[config.mk]
export PLATFORM = sky130hd
export DESIGN_NAME = sqtsg_eval
export DESIGN_NICKNAME = d
export VERILOG_FILES = /design/src/sv/sqtsg_pkg.sv /design/src/sv/sqtsg_eval.sv
export SDC_FILE = /design/constraint.sdc
export NUM_CORES = 1
export LEC_CHECK = 0
export ABC_CLOCK_PERIOD_IN_PS = 13310
export BUFFER_PORTS_ARGS = -buffer_cell sky130_fd_sc_hd__buf_2
export CAP_MARGIN = 0
export CORE_ASPECT_RATIO = 1.25
export CORE_UTILIZATION = 30
export CTS_BUF_LIST = sky130_fd_sc_hd__clkbuf_4 sky130_fd_sc_hd__clkbuf_8
export CTS_CLUSTER_DIAMETER = 200
export DETAILED_ROUTE_END_ITERATION = 12
export SYNTH_ARGS = -nofsm -noshare
export SYNTH_HDL_FRONTEND = slang
export SYNTH_SLANG_ARGS = --single-unit
export TNS_END_PERCENT = 50
[constraint.sdc]
create_clock -name clk -period 13.31 [get_ports clk]
set_input_delay 0.6655 -clock clk [delete_from_list [all_inputs] [get_ports clk]]
set_output_delay 0.6655 -clock clk [all_outputs]
set_load 0.01 [all_outputs]
[src/sv/sqtsg_pkg.sv]
// ----------------------------------------------------------------------------
// sqtsg_pkg
// Shared types and constants for the quiet-tail and spike gate block.
// ----------------------------------------------------------------------------
package sqtsg_pkg;

  // default spectrum capacity in bins
  localparam int SQ_MAX_BINS = 512;

  // fixed field widths
  localparam int PWR_W  = 31;
  localparam int QBIN_W = 9;
  localparam int CUT_W  = 10;

  // constant factors of the threshold compares
  localparam int QUIET_MUL  = 100;  // power*100 < 2*max_power
  localparam int NEIGH_MUL  = 100;  // neighbor*100 < 15*p
  localparam int SPIKE_MUL  = 15;
  localparam int THR_MUL    = 20;   // p*20 > max_power*3
  localparam int THR_MAX    = 3;

  // product widths
  localparam int P100_W = PWR_W + 7;
  localparam int P15_W  = PWR_W + 4;
  localparam int P20_W  = PWR_W + 5;
  localparam int M3_W   = PWR_W + 2;

  // item function codes
  localparam logic FUNC_LOAD  = 1'b0;
  localparam logic FUNC_QUERY = 1'b1;

  // result kinds
  localparam logic KIND_SUMMARY = 1'b0;
  localparam logic KIND_QUERY   = 1'b1;

  // evaluation sequencer states
  typedef enum logic [3:0] {
    ST_IDLE,
    ST_SETUP,
    ST_SCAN,
    ST_SCAN_DRAIN,
    ST_MERGE,
    ST_CUT,
    ST_SPIKE,
    ST_SPIKE_DRAIN,
    ST_DONE
  } eval_state_t;

  // status from the evaluation sequencer to the top level
  typedef struct packed {
    logic busy;
    logic cut_load;
    logic done;
  } eval_stat_t;

endpackage

[src/sv/sqtsg_eval.sv]
// ----------------------------------------------------------------------------
// sqtsg_eval
// Evaluation sequencer: a quiet-run scan over the stored bins, the tail cut
// decision, then a spike pass that writes every bin's gate flag.
// ----------------------------------------------------------------------------
module sqtsg_eval
  import sqtsg_pkg::*;
#(
  parameter int MAX_BINS = SQ_MAX_BINS,
  localparam int AW = $clog2(MAX_BINS),
  localparam int CW = $clog2(MAX_BINS + 1)
) (
  input  logic             clk,
  input  logic             rst_n,
  input  logic             start,
  input  logic [CW-1:0]    bin_count,
  input  logic [PWR_W-1:0] max_power,
  output eval_stat_t       stat,
  output logic [CW-1:0]    tail_cut,
  // power memory read
  output logic             rd_en,
  output logic [AW-1:0]    rd_addr,
  input  logic [PWR_W-1:0] rd_data,
  // gate memory write
  output logic             gate_we,
  output logic [AW-1:0]    gate_addr,
  output logic             gate_wdata
);

  eval_state_t state_r, state_nxt;

  logic [CW-1:0]     j_r;
  logic              s1_scan_r;
  logic              s1_spike_r;
  logic [CW-1:0]     s1_idx_r;
  logic [CW-1:0]     run_r;
  logic [CW-1:0]     best_len_r;
  logic [CW-1:0]     best_start_r;
  logic [CW-1:0]     tail_r;
  logic [P100_W-1:0] pk100_r;
  logic [P100_W-1:0] c_k100_r;
  logic [P15_W-1:0]  c_k15_r;
  logic [P20_W-1:0]  c_k20_r;

  logic              quiet;
  logic [P100_W-1:0] d100;
  logic [P100_W-1:0] quiet_ref;
  logic [PWR_W-1:0]  k;
  logic [P100_W-1:0] k100;
  logic [P15_W-1:0]  k15;
  logic [P20_W-1:0]  k20;
  logic [M3_W-1:0]   max3;
  logic [CW-1:0]     bin_i;
  logic              spike;
  logic              gate_bit;
  logic              cut;
  logic [CW:0]       run_end;

  // quiet test on the scanned bin
  assign d100      = P100_W'(rd_data) * P100_W'(QUIET_MUL);
  assign quiet_ref = P100_W'({max_power, 1'b0});
  assign quiet     = d100 < quiet_ref;

  // kept power of the bin arriving in the spike pass, tail bins read zero
  assign k    = (s1_idx_r < tail_r) ? rd_data : '0;
  assign k100 = P100_W'(k) * P100_W'(NEIGH_MUL);
  assign k15  = P15_W'(k) * P15_W'(SPIKE_MUL);
  assign k20  = P20_W'(k) * P20_W'(THR_MUL);
  assign max3 = M3_W'(max_power) * M3_W'(THR_MAX);

  // spike test for the bin before the arriving one
  assign bin_i = s1_idx_r - CW'(1);
  assign spike = (s1_idx_r >= CW'(2)) &&
                 ((CW+1)'(s1_idx_r) + (CW+1)'(1) < (CW+1)'(bin_count)) &&
                 (c_k20_r > P20_W'(max3)) &&
                 (pk100_r < P100_W'(c_k15_r)) &&
                 (k100 < P100_W'(c_k15_r));
  assign gate_bit = (bin_i >= tail_r) || spike;

  // tail cut decision on the longest run
  assign run_end = (CW+1)'(best_start_r) + (CW+1)'(best_len_r);
  assign cut     = (CW+1)'(best_start_r) > ((CW+1)'(bin_count) - run_end);

  // state register
  always_ff @(posedge clk) begin
    if (!rst_n) begin
      state_r <= ST_IDLE;
    end else begin
      state_r <= state_nxt;
    end
  end

  // next state
  always_comb begin
    state_nxt = state_r;
    unique case (state_r)
      ST_IDLE: begin
        if (start) state_nxt = ST_SETUP;
      end
      ST_SETUP: begin
        if (bin_count < CW'(2)) state_nxt = ST_MERGE;
        else                    state_nxt = ST_SCAN;
      end
      ST_SCAN: begin
        if (j_r == bin_count - CW'(1)) state_nxt = ST_SCAN_DRAIN;
      end
      ST_SCAN_DRAIN:  state_nxt = ST_MERGE;
      ST_MERGE:       state_nxt = ST_CUT;
      ST_CUT:         state_nxt = ST_SPIKE;
      ST_SPIKE: begin
        if (j_r == bin_count) state_nxt = ST_SPIKE_DRAIN;
      end
      ST_SPIKE_DRAIN: state_nxt = ST_DONE;
      ST_DONE:        state_nxt = ST_IDLE;
      default:        state_nxt = ST_IDLE;
    endcase
  end

  // sequencer outputs, the cut is handed over once tail_r holds it
  always_comb begin
    stat.busy     = 1'b1;
    stat.cut_load = 1'b0;
    stat.done     = 1'b0;
    rd_en         = 1'b0;
    unique case (state_r)
      ST_IDLE:        stat.busy = 1'b0;
      ST_SCAN:        rd_en = 1'b1;
      ST_SPIKE:       rd_en = 1'b1;
      ST_SPIKE_DRAIN: stat.cut_load = 1'b1;
      ST_DONE:        stat.done = 1'b1;
      default: begin
      end
    endcase
  end

  assign rd_addr    = j_r[AW-1:0];
  assign tail_cut   = tail_r;
  assign gate_we    = s1_spike_r && (s1_idx_r != '0);
  assign gate_addr  = bin_i[AW-1:0];
  assign gate_wdata = gate_bit;

  // read pipeline tags
  always_ff @(posedge clk) begin
    if (!rst_n) begin
      s1_scan_r  <= 1'b0;
      s1_spike_r <= 1'b0;
    end else begin
      s1_scan_r  <= (state_r == ST_SCAN);
      s1_spike_r <= (state_r == ST_SPIKE);
    end
  end

  // read index
  always_ff @(posedge clk) begin
    s1_idx_r <= j_r;
    case (state_r)
      ST_SETUP: j_r <= CW'(1);
      ST_CUT:   j_r <= '0;
      ST_SCAN,
      ST_SPIKE: j_r <= j_r + CW'(1);
      default:  j_r <= j_r;
    endcase
  end

  // quiet run tracking, merge and tail cut
  always_ff @(posedge clk) begin
    if (!rst_n) begin
      run_r        <= '0;
      best_len_r   <= '0;
      best_start_r <= '0;
      tail_r       <= '0;
    end else if (state_r == ST_SETUP) begin
      run_r        <= '0;
      best_len_r   <= '0;
      best_start_r <= '0;
    end else if (s1_scan_r) begin
      if (quiet) begin
        run_r <= run_r + CW'(1);
      end else begin
        if (run_r > best_len_r) begin
          best_len_r   <= run_r;
          best_start_r <= s1_idx_r - run_r;
        end
        run_r <= '0;
      end
    end else if (state_r == ST_MERGE) begin
      if (run_r > best_len_r) begin
        best_len_r   <= run_r;
        best_start_r <= bin_count - run_r;
      end
    end else if (state_r == ST_CUT) begin
      tail_r <= cut ? best_start_r : bin_count;
    end
  end

  // spike window: previous bin after gating, current bin products
  always_ff @(posedge clk) begin
    if (s1_spike_r) begin
      pk100_r  <= (s1_idx_r != '0 && gate_bit) ? '0 : c_k100_r;
      c_k100_r <= k100;
      c_k15_r  <= k15;
      c_k20_r  <= k20;
    end
  end

  // gate flags are written only by the spike pass
  a_gate_we_in_spike: assert property (@(posedge clk) disable iff (!rst_n)
    gate_we |-> (state_r == ST_SPIKE || state_r == ST_SPIKE_DRAIN))
    else $error("gate write outside spike pass");

  // the cut never lies beyond the bin count
  a_tail_in_range: assert property (@(posedge clk) disable iff (!rst_n)
    (state_r == ST_CUT) |=> (tail_r <= bin_count))
    else $error("tail cut beyond bin count");

  // the best run stays inside the stored bins
  a_run_in_range: assert property (@(posedge clk) disable iff (!rst_n)
    (state_r == ST_CUT) |-> (run_end <= (CW+1)'(bin_count)))
    else $error("best run beyond bin count");

  // done only follows the spike drain
  a_done_order: assert property (@(posedge clk) disable iff (!rst_n)
    stat.done |-> $past(state_r == ST_SPIKE_DRAIN))
    else $error("evaluation done out of order");

endmodule

==> PnR_summary.wiki, run 1 <==
{| class="wikitable"
! Metric !! Value
|-
| Result of the run || finished clean
|-
| Max Transition Viols Final || 0
|-
| Avg Cell Area, Syn || between 9 and 10 um^2
|-
| Area share of the leading cell type in the synthesized netlist || 0.246
|-
| Reported leakage power || 13.9 nW
|-
| Total negative setup slack || 0 ns
|-
| Fill cell count || ~9k
|-
| Number of placement rows || 121
|-
| Classification of the worst-slack hold path || input pin to flip-flop
|-
| Dpl hpwl || approximately 60000 um
|-
| Buffer type at the clock tree root || sky130_fd_sc_hd__clkbuf_8
|-
| Sinks on Clock Net || 204
|-
| Sequential area share after synthesis || 0.210
|-
| Total of max-cap violations || 0
|-
| Post-synth top cells || sky130_fd_sc_hd__ha_1, sky130_fd_sc_hd__inv_1, sky130_fd_sc_hd__a21oi_1
|-
| Post-route total power || just over 6 mW
|-
| Number of enable-type register cells in the synthesized netlist || 148
|-
| Vias per inst || 5.08
|-
| Share of cells above drive strength 1 || 0.0859
|-
| Gates resized, CTS repair || 0
|-
| DRT antenna net count || 0
|-
| Wirelength per Cell || roughly 17 um
|-
| F_max || around 100 MHz
|-
| Clock tree from TritonCTS || yes
|-
| Total gr overflow || 0
|-
| Register cell area after layout || around 5600 um^2
|-
| Fraction of registers with async set/reset || 0
|-
| Relative max-transition margin || 0.213
|-
| Critical path endpoint || gate_wdata
|-
| Worst Path Required || roughly 13 ns
|-
| Data arrival time of the worst path || roughly 9.4 ns
|-
| Area of combinational cells with multiple inputs || 19100 um^2
|-
| Final worst path period share || 0.757
|-
| Worst Max-Slew Pin Slew || roughly 1.2 ns
|-
| Layout net count || ~3.8k
|-
| Cells after synthesis || 2946
|-
| Max FO, Critical Path || 26
|-
| Worst flop-to-flop path endpoint || pk100_r[5]$_SDFFCE_PP0P_
|-
| Total Routed Length || 72600 um
|-
| Setup slack on the worst flop-to-flop path || 4.07 ns
|-
| FF-to-FF Start || s1_idx_r[1]$_DFF_P_
|-
| Die height || 334 um
|-
| Number of antenna violations at the first check in global routing || 22
|-
| Dominant synthesized flop cell || sky130_fd_sc_hd__edfxtp_1
|-
| Number of global-route vias before repair || 21.7k
|-
| Max clock buf depth || 3
|-
| Distinct cell type count of the synthesized netlist || 83
|-
| Startpoint type of the worst setup path || flip-flop
|-
| Cell type of the slowest stage on the worst timing path || sky130_fd_sc_hd__fa_1
|-
| Maximum clock skew at final layout || 0.0457 ns
|-
| Cell with the most instances after synthesis || sky130_fd_sc_hd__ha_1
|-
| Logic depth of the worst register-to-register path || 36
|-
| Cell taking the most area after synthesis || sky130_fd_sc_hd__ha_1
|-
| First element of the critical path || s1_idx_r[1]$_DFF_P_
|-
| Total via count after detailed routing || 21.7k
|-
| RSZ-0062 raised after global routing || no
|-
| FF+latch count, synth || 204
|-
| Number of H-tree levels || 2
|-
| Hold-fix buffers at CTS || 0
|-
| Category of the worst setup path capture point || output pin
|-
| Setup Viol. Count Final || 0
|-
| Die footprint || 89600 um^2
|-
| Wire length of the first global-routing pass || 115000 um
|-
| Number of DRC markers after the initial detailed-route iteration || around 1.3k
|-
| Clock buffer count from CTS || 42
|-
| Final hold violation count || 0
|-
| Synth top area cells || sky130_fd_sc_hd__ha_1, sky130_fd_sc_hd__edfxtp_1, sky130_fd_sc_hd__fa_1
|-
| Drt pass-1 iters || 5
|-
| Clock slew at the register clock pins of the worst setup and hold paths || 0.06 ns
|-
| Synthesized net count || 3667
|-
| Total track usage || 0.163
|-
| DRC violation count after routing || 0
|-
| Final worst path period need || 10.07 ns
|-
| Setup Fix Bufs, Post-CTS || 0
|-
| I/O pin count || 109
|-
| Cell Area, Synth || between 20000 and 30000 um^2
|-
| Post-synthesis to final-layout area growth || 11.3%
|-
| Port buffer count || 108
|-
| Class of the most critical setup path || flip-flop to output pin
|-
| Worst skew pair latency || 0.64 ns
|-
| VDD IR-drop max || 116 uV
|-
| Starting density of the core || 0.304
|-
| Pin count of the biggest net entering global routing || 61
|-
| Crit path largest cell delay || 0.50 ns
|-
| Core footprint || slightly below 90000 um^2
|-
| Power per cell area || between 200 and 250 nW/um^2
|-
| Die width || 268 um
|-
| Number of warnings reported in the yosys synthesis log || 0
|-
| RD Place Congestion || 1.01
|}
## cell families after synthesis
family                     Yosys count  share of synthesized area
AOI/OAI and AO/OA                  700                      0.174
xor gates and xnor gates           178                     0.0588
adders and majority gates          646                      0.340
buffers and inverters              497                     0.0733
DFF                                204                      0.210
muxes                               15                    0.00566
and+or+nand+nor                    706                      0.138
## power breakdown
group	internal, mW	switching, mW
combinational	1.69	2.60
clock	0.464	0.326
sequential	0.902	0.0785
## cell type report
type                            instances  area share
Inverter                              422      0.0537
Clock buffer                           60      0.0254
Tap cell                             1168      0.0495
Antenna cell                           11    0.000933
Multi-Input combinational cell       2245       0.648
Sequential cell                       204       0.189
Clock inverter                         18     0.00793
Timing Repair Buffer                  136      0.0254
## sequential cells by signal, summed over array words and instances, names as in the netlist
signal / flops
s1_idx_r: 10
best_len_r: 10
tail_cut: 10
s1_scan_r: 1
best_start_r: 10
pk100_r: 36
c_k100_r: 34
j_r: 10
state_r: 4
s1_spike_r: 1
run_r: 10
c_k20_r: 33
c_k15_r: 35
## through the flow
stage,worst slack (ns),util,area (um^2),hold slack (ns),std cells
floorplan,4.85,-,26500,0.369,2946
global placement,4.15,0.326,28500,0.465,4175
detailed placement,3.93,0.326,28500,0.467,4175
CTS,3.20,0.338,29500,0.351,4253
global route,2.54,0.338,29500,0.371,4260
finish,3.24,0.338,29500,0.397,4264
## layer usage
layer,up-vias,GRT usage,routed length (um)
li1,10800,-,-
met2,381,0.281,34600
met1,10400,0.201,31600
met5,-,0,112
met4,16,0.0457,1930
met3,134,0.0355,4360
## critical path, delay by kind of cell, from the launching register on
| kind | cells | cell delay [ns] |
|---|---|---|
| flip-flops | 1 | 0.48 |
| AND/OR/NAND/NOR | 9 | 2.37 |
| buffers and inverters | 4 | 0.48 |
| adder cells (fa/ha/maj) | 6 | 1.92 |
| AO/OA/AOI/OAI | 16 | 3.32 |
| XOR/XNOR | 1 | 0.16 |
## cells in the final DEF (no fill, tap or decap), types with 48 or more instances in the layout
cell type / synthesis / final
sky130_fd_sc_hd__ha_1: 522 / 522
sky130_fd_sc_hd__a21o_1: 95 / 95
sky130_fd_sc_hd__clkbuf_8: 0 / 48
sky130_fd_sc_hd__dfxtp_1: 56 / 55
sky130_fd_sc_hd__nor3_1: 76 / 60
sky130_fd_sc_hd__nor2_1: 142 / 141
sky130_fd_sc_hd__inv_1: 422 / 422
sky130_fd_sc_hd__xor2_1: 68 / 68
sky130_fd_sc_hd__nand4_1: 53 / 53
sky130_fd_sc_hd__buf_2: 11 / 108
sky130_fd_sc_hd__o21ai_0: 125 / 125
sky130_fd_sc_hd__a21oi_1: 202 / 201
sky130_fd_sc_hd__nand2_1: 131 / 131
sky130_fd_sc_hd__fa_1: 124 / 124
sky130_fd_sc_hd__nand3_1: 84 / 84
sky130_fd_sc_hd__edfxtp_1: 148 / 148
sky130_fd_sc_hd__xnor2_1: 110 / 110
## worst min-delay path by stage
| stage | slack [ns] | start | end | cells after the start |
|---|---|---|---|---|
| floorplan | 0.37 | j_r[2]$_DFFE_PP_ | s1_idx_r[2]$_DFF_P_ | 0 |
| global placement | 0.46 | j_r[9]$_DFFE_PP_ | s1_idx_r[9]$_DFF_P_ | 0 |
| detailed placement | 0.47 | j_r[9]$_DFFE_PP_ | s1_idx_r[9]$_DFF_P_ | 0 |
| CTS | 0.35 | start | state_r[1]$_SDFFE_PN0P_ | 3 |
| global route | 0.37 | start | state_r[1]$_SDFFE_PN0P_ | 3 |
| finish | 0.40 | start | state_r[1]$_SDFFE_PN0P_ | 3 |
Note: power is estimated with default switching activity, not from simulation.
==> inputs of run 2 (changes only) <==
- ABC_AREA: unset -> 1
- ABC_CLOCK_PERIOD_IN_PS: 13310 -> 9900
- clock period: 13.31 -> 9.9 ns (I/O delays scaled with it)
==> PnR_summary.wiki, run 2 <==
{| class="wikitable"
! Metric !! Value
|-
| Setup Viol. Count Final || 0 (unchanged)
|-
| Cell with the most instances after synthesis || sky130_fd_sc_hd__nand2_1
|-
| Distinct cell type count of the synthesized netlist || 54 (-35%)
|-
| Area share of the leading cell type in the synthesized netlist || 0.244 (-0.00266)
|-
| Synthesized net count || 4131 (+13%)
|-
| Final hold violation count || 0 (unchanged)
|-
| Number of DRC markers after the initial detailed-route iteration || 1066 (-15%)
|-
| Clock buffer count from CTS || 41 (-2.4%)
|-
| Worst skew pair latency || 0.65 ns (about the same)
|-
| Synth Area in XOR/XNOR || 0.0634 (+0.00459)
|-
| Max FO, Critical Path || 37 (+42%)
|-
| Number of global-route vias before repair || 23.0k (+5.9%)
|-
| Int Power || 3.19 mW (+4.3%)
|-
| Synth top area cells || sky130_fd_sc_hd__ha_1, sky130_fd_sc_hd__edfxtp_1, sky130_fd_sc_hd__fa_1
|-
| Classification of the worst-slack hold path || input pin to flip-flop
|-
| Top register by number of flip-flops || pk100_r
|-
| Portion of total power attributed to the clock network || 0.164 (+0.034)
|-
| Dominant combinational cell family by area after synthesis || adder cells
|-
| RSZ-0062 raised after global routing || no
|-
| Number of flip-flops under the largest register name || 36 (unchanged)
|-
| Cell taking the most area after synthesis || sky130_fd_sc_hd__ha_1
|-
| Mux share of post-synthesis cell area || 0 (-0.00566)
|-
| Total via count after detailed routing || 22.7k (+4.7%)
|-
| Class of the most critical setup path || flip-flop to output pin
|-
| I/O pin count || 109 (unchanged)
|-
| Die footprint || 90600 um^2 (+1.1%)
|-
| Relative max-transition margin || 0.311 (+0.0979)
|-
| Data arrival time of the worst path || 8.37 ns (-1.04 ns)
|-
| Result of the run || finished clean
|-
| Crit path top cell by count || sky130_fd_sc_hd__ha_1
|-
| Core footprint || 88500 um^2 (+1.4%)
|-
| Number of warnings reported in the yosys synthesis log || 0 (unchanged)
|-
| Clock tree from TritonCTS || yes
|-
| Share of cells above drive strength 1 || 0.0691 (-0.0168)
|-
| Total gr overflow || 0 (unchanged)
|-
| Startpoint type of the worst setup path || flip-flop
|-
| Worst setup margin || 1.03 ns (-2.21 ns)
|-
| Total negative setup slack || 0 ns (unchanged)
|-
| Max Transition Viols Final || 0 (unchanged)
|-
| Layout net count || 4267 (+13%)
|-
| Cells after synthesis || 3410 (+16%)
|-
| Largest registers in the final layout || pk100_r x36, c_k15_r x35, c_k100_r x34
|-
| Total track usage || 0.166 (+0.00388)
|-
| Total of max-cap violations || 0 (unchanged)
|-
| Power share of the combinational group || 0.650 (-0.058)
|-
| F_max || 113 MHz
|-
| Maximum clock skew at final layout || 0.0588 ns (+0.0131 ns)
|-
| Final worst path period need || a little under 9 ns
|-
| Hold-fix buffers at CTS || 0 (unchanged)
|-
| Setup slack at placement || 1.69 ns (-2.24 ns)
|-
| Dominant synthesized flop cell || sky130_fd_sc_hd__edfxtp_1
|-
| Post-Layout Cell Count || 4756 (+12%)
|-
| Crit path largest cell delay || 0.97 ns (+0.47 ns)
|-
| Avg Cell Area, Syn || 7.86 um^2 (-13%)
|-
| Wire length of the first global-routing pass || 120000 um (+4.2%)
|-
| Power per cell area || 212 nW/um^2 (+3.1%)
|-
| Post-synth top cells || sky130_fd_sc_hd__nand2_1, sky130_fd_sc_hd__inv_1, sky130_fd_sc_hd__ha_1
|-
| Reported leakage power || 15.1 nW (+8.0%)
|-
| Category of the worst setup path capture point || output pin
|-
| Clock slew at the register clock pins of the worst setup and hold paths || 0.06 ns (about the same)
|-
| Adder and majority cell fraction of the synthesized area || 0.336 (-0.00367)
|-
| Setup Fix Bufs, Post-CTS || 0 (unchanged)
|-
| Post-synthesis to final-layout area growth || 10.9%
|-
| Number of H-tree levels || 2 (unchanged)
|-
| FF+latch count, synth || 204 (unchanged)
|-
| Sequential fraction of design power || 0.185 (+0.023)
|-
| Drt pass-1 iters || 7 (+2)
|-
| Number of enable-type register cells in the synthesized netlist || 148 (unchanged)
|-
| VDD IR-drop max || 103 uV (-12%)
|-
| Worst Max-Slew Pin Slew || 1.03 ns (-0.146 ns)
|-
| Pin count of the biggest net entering global routing || 73 (+20%)
|-
| Die width || 269 um (+0.54%)
|-
| Number of placement rows || 122 (+0.83%)
|-
| Post-synthesis compound-gate area fraction || 0.117 (-0.0576)
|-
| Cell Count Post-Placement || 4681 (+12%)
|-
| Wirelength per Cell || 15.8 um (-7.2%)
|-
| Vias per inst || 4.77 (-6.1%)
|-
| Cell type of the slowest stage on the worst timing path || sky130_fd_sc_hd__nor2_1
|-
| Die height || 336 um (+0.54%)
|-
| Worst Path Required || 9.41 ns (-3.23 ns)
|-
| Fraction of registers with async set/reset || 0 (unchanged)
|-
| Sequential area share after synthesis || 0.208 (-0.00226)
|-
| Buffer type at the clock tree root || sky130_fd_sc_hd__clkbuf_8
|-
| Core utilization of the finished layout || 0.336 (-0.00197)
|-
| Cell Area, Synth || 26800 um^2 (+1.1%)
|-
| Dpl hpwl || 63100 um (+5.4%)
|-
| Total Routed Length || 75200 um (+3.5%)
|-
| Simple-gate share of the synthesized area || 0.183 (+0.0451)
|-
| Gates resized, CTS repair || 0 (unchanged)
|-
| Number of antenna violations at the first check in global routing || 11 (-50%)
|-
| Final worst path period share || 0.896
|-
| RD Place Congestion || 0.954 (-5.3%)
|-
| Max clock buf depth || 3 (unchanged)
|-
| Most frequent standard cell in the layout excluding fill and tap cells || sky130_fd_sc_hd__nand2_1
|-
| Switching Share || 0.494 (-0.00198)
|-
| Sinks on Clock Net || 204 (unchanged)
|-
| DRT antenna net count || 0 (unchanged)
|-
| Port buffer count || 108 (unchanged)
|-
| P_sw || 3.11 mW (+3.5%)
|-
| Starting density of the core || 0.303 (-0.000781)
|-
| Leading cell types in the layout, fill and taps excluded || sky130_fd_sc_hd__nand2_1, sky130_fd_sc_hd__inv_1, sky130_fd_sc_hd__ha_1
|-
| DRC violation count after routing || 0 (unchanged)
|}
run 2: changes by cell type after synthesis, moves of 27 or more:
cell,delta
sky130_fd_sc_hd__nand2_1,+500
sky130_fd_sc_hd__clkbuf_1,-27
sky130_fd_sc_hd__xor2_1,+49
sky130_fd_sc_hd__nor3_1,-35
sky130_fd_sc_hd__nor3b_1,-35
sky130_fd_sc_hd__nand2b_1,-42
sky130_fd_sc_hd__nor2_1,+133
sky130_fd_sc_hd__a21o_1,-86
sky130_fd_sc_hd__a21oi_1,+120
sky130_fd_sc_hd__a211oi_1,-32
sky130_fd_sc_hd__o21a_1,-30
sky130_fd_sc_hd__inv_1,+172
sky130_fd_sc_hd__xnor2_1,-33
run 2: cells by family (layout without fill, tap and decap cells):
| logic type | count (synthesis) | count (layout) |
|---|---|---|
| DFF | 204 | 204 |
| AOI/OAI and AO/OA | 567 | 567 |
| other | 0 | 2 |
| and+or+nand+nor | 1157 | 1157 |
| xor gates and xnor gates | 194 | 194 |
| buffers and inverters | 642 | 808 |
| adders and majority gates | 646 | 646 |
run 2: worst max-delay path, delay by kind of cell (launching register included):
kind,cells,cell delay [ns]
AOI/OAI and AO/OA,7,1.35
buffers and inverters,4,0.47
adders and majority gates,6,1.99
and+or+nand+nor,13,3.25
xor gates and xnor gates,1,0.17
DFF,1,0.47
run 2: routing by layer:
metal	routed length [um]	vias up	GRT usage
met5	47	-	0
met4	3110	10	0.0682
met3	2980	169	0.0264
met2	36900	406	0.302
met1	32200	10600	0.194
li1	-	11500	-
run 2: cell type report:
type,instances,area (um^2)
clock buffer,52,666
sequential,204,5570
multi-input combinational,2564,18800
clock inverter,21,278
timing repair buffer,134,736
antenna,2,5.00
inverter,601,2260
fill,9483,58800
tap,1178,1470
run 2: power groups by stage:
stage	clock (mW)	sequential [mW]	combinational, mW
CTS	1.07	1.17	4.13
detailed placement	0	1.18	4.07
global placement	0	1.18	4.06
floorplan	0	1.15	3.02
global route	1.10	1.17	4.72
finish	1.04	1.17	4.10
run 2: path summary, 6_finish.rpt:
check                                 from                         to  slack [ns]  cells after the start
setup / recovery       s1_idx_r[3]$_DFF_P_                 gate_wdata        1.03                     31
hold / removal                       rst_n    state_r[0]$_SDFFE_PN0P_        0.13                      3
setup reg to reg       s1_idx_r[3]$_DFF_P_  pk100_r[21]$_SDFFCE_PP0P_        1.97                     31
hold reg to reg   tail_cut[4]$_SDFFE_PN0P_   tail_cut[4]$_SDFFE_PN0P_        0.48                      2
run 2: metrics by stage:
stage / hold slack [ns] / instance area (um^2) / total power [mW]
after detailed placement: 0.467 / 28800 / 5.26
after floorplan: 0.389 / 26800 / 4.16
after global placement: 0.462 / 28800 / 5.25
after global routing: 0.116 / 29700 / 6.98
final: 0.131 / 29700 / 6.30
after CTS: 0.0867 / 29700 / 6.37
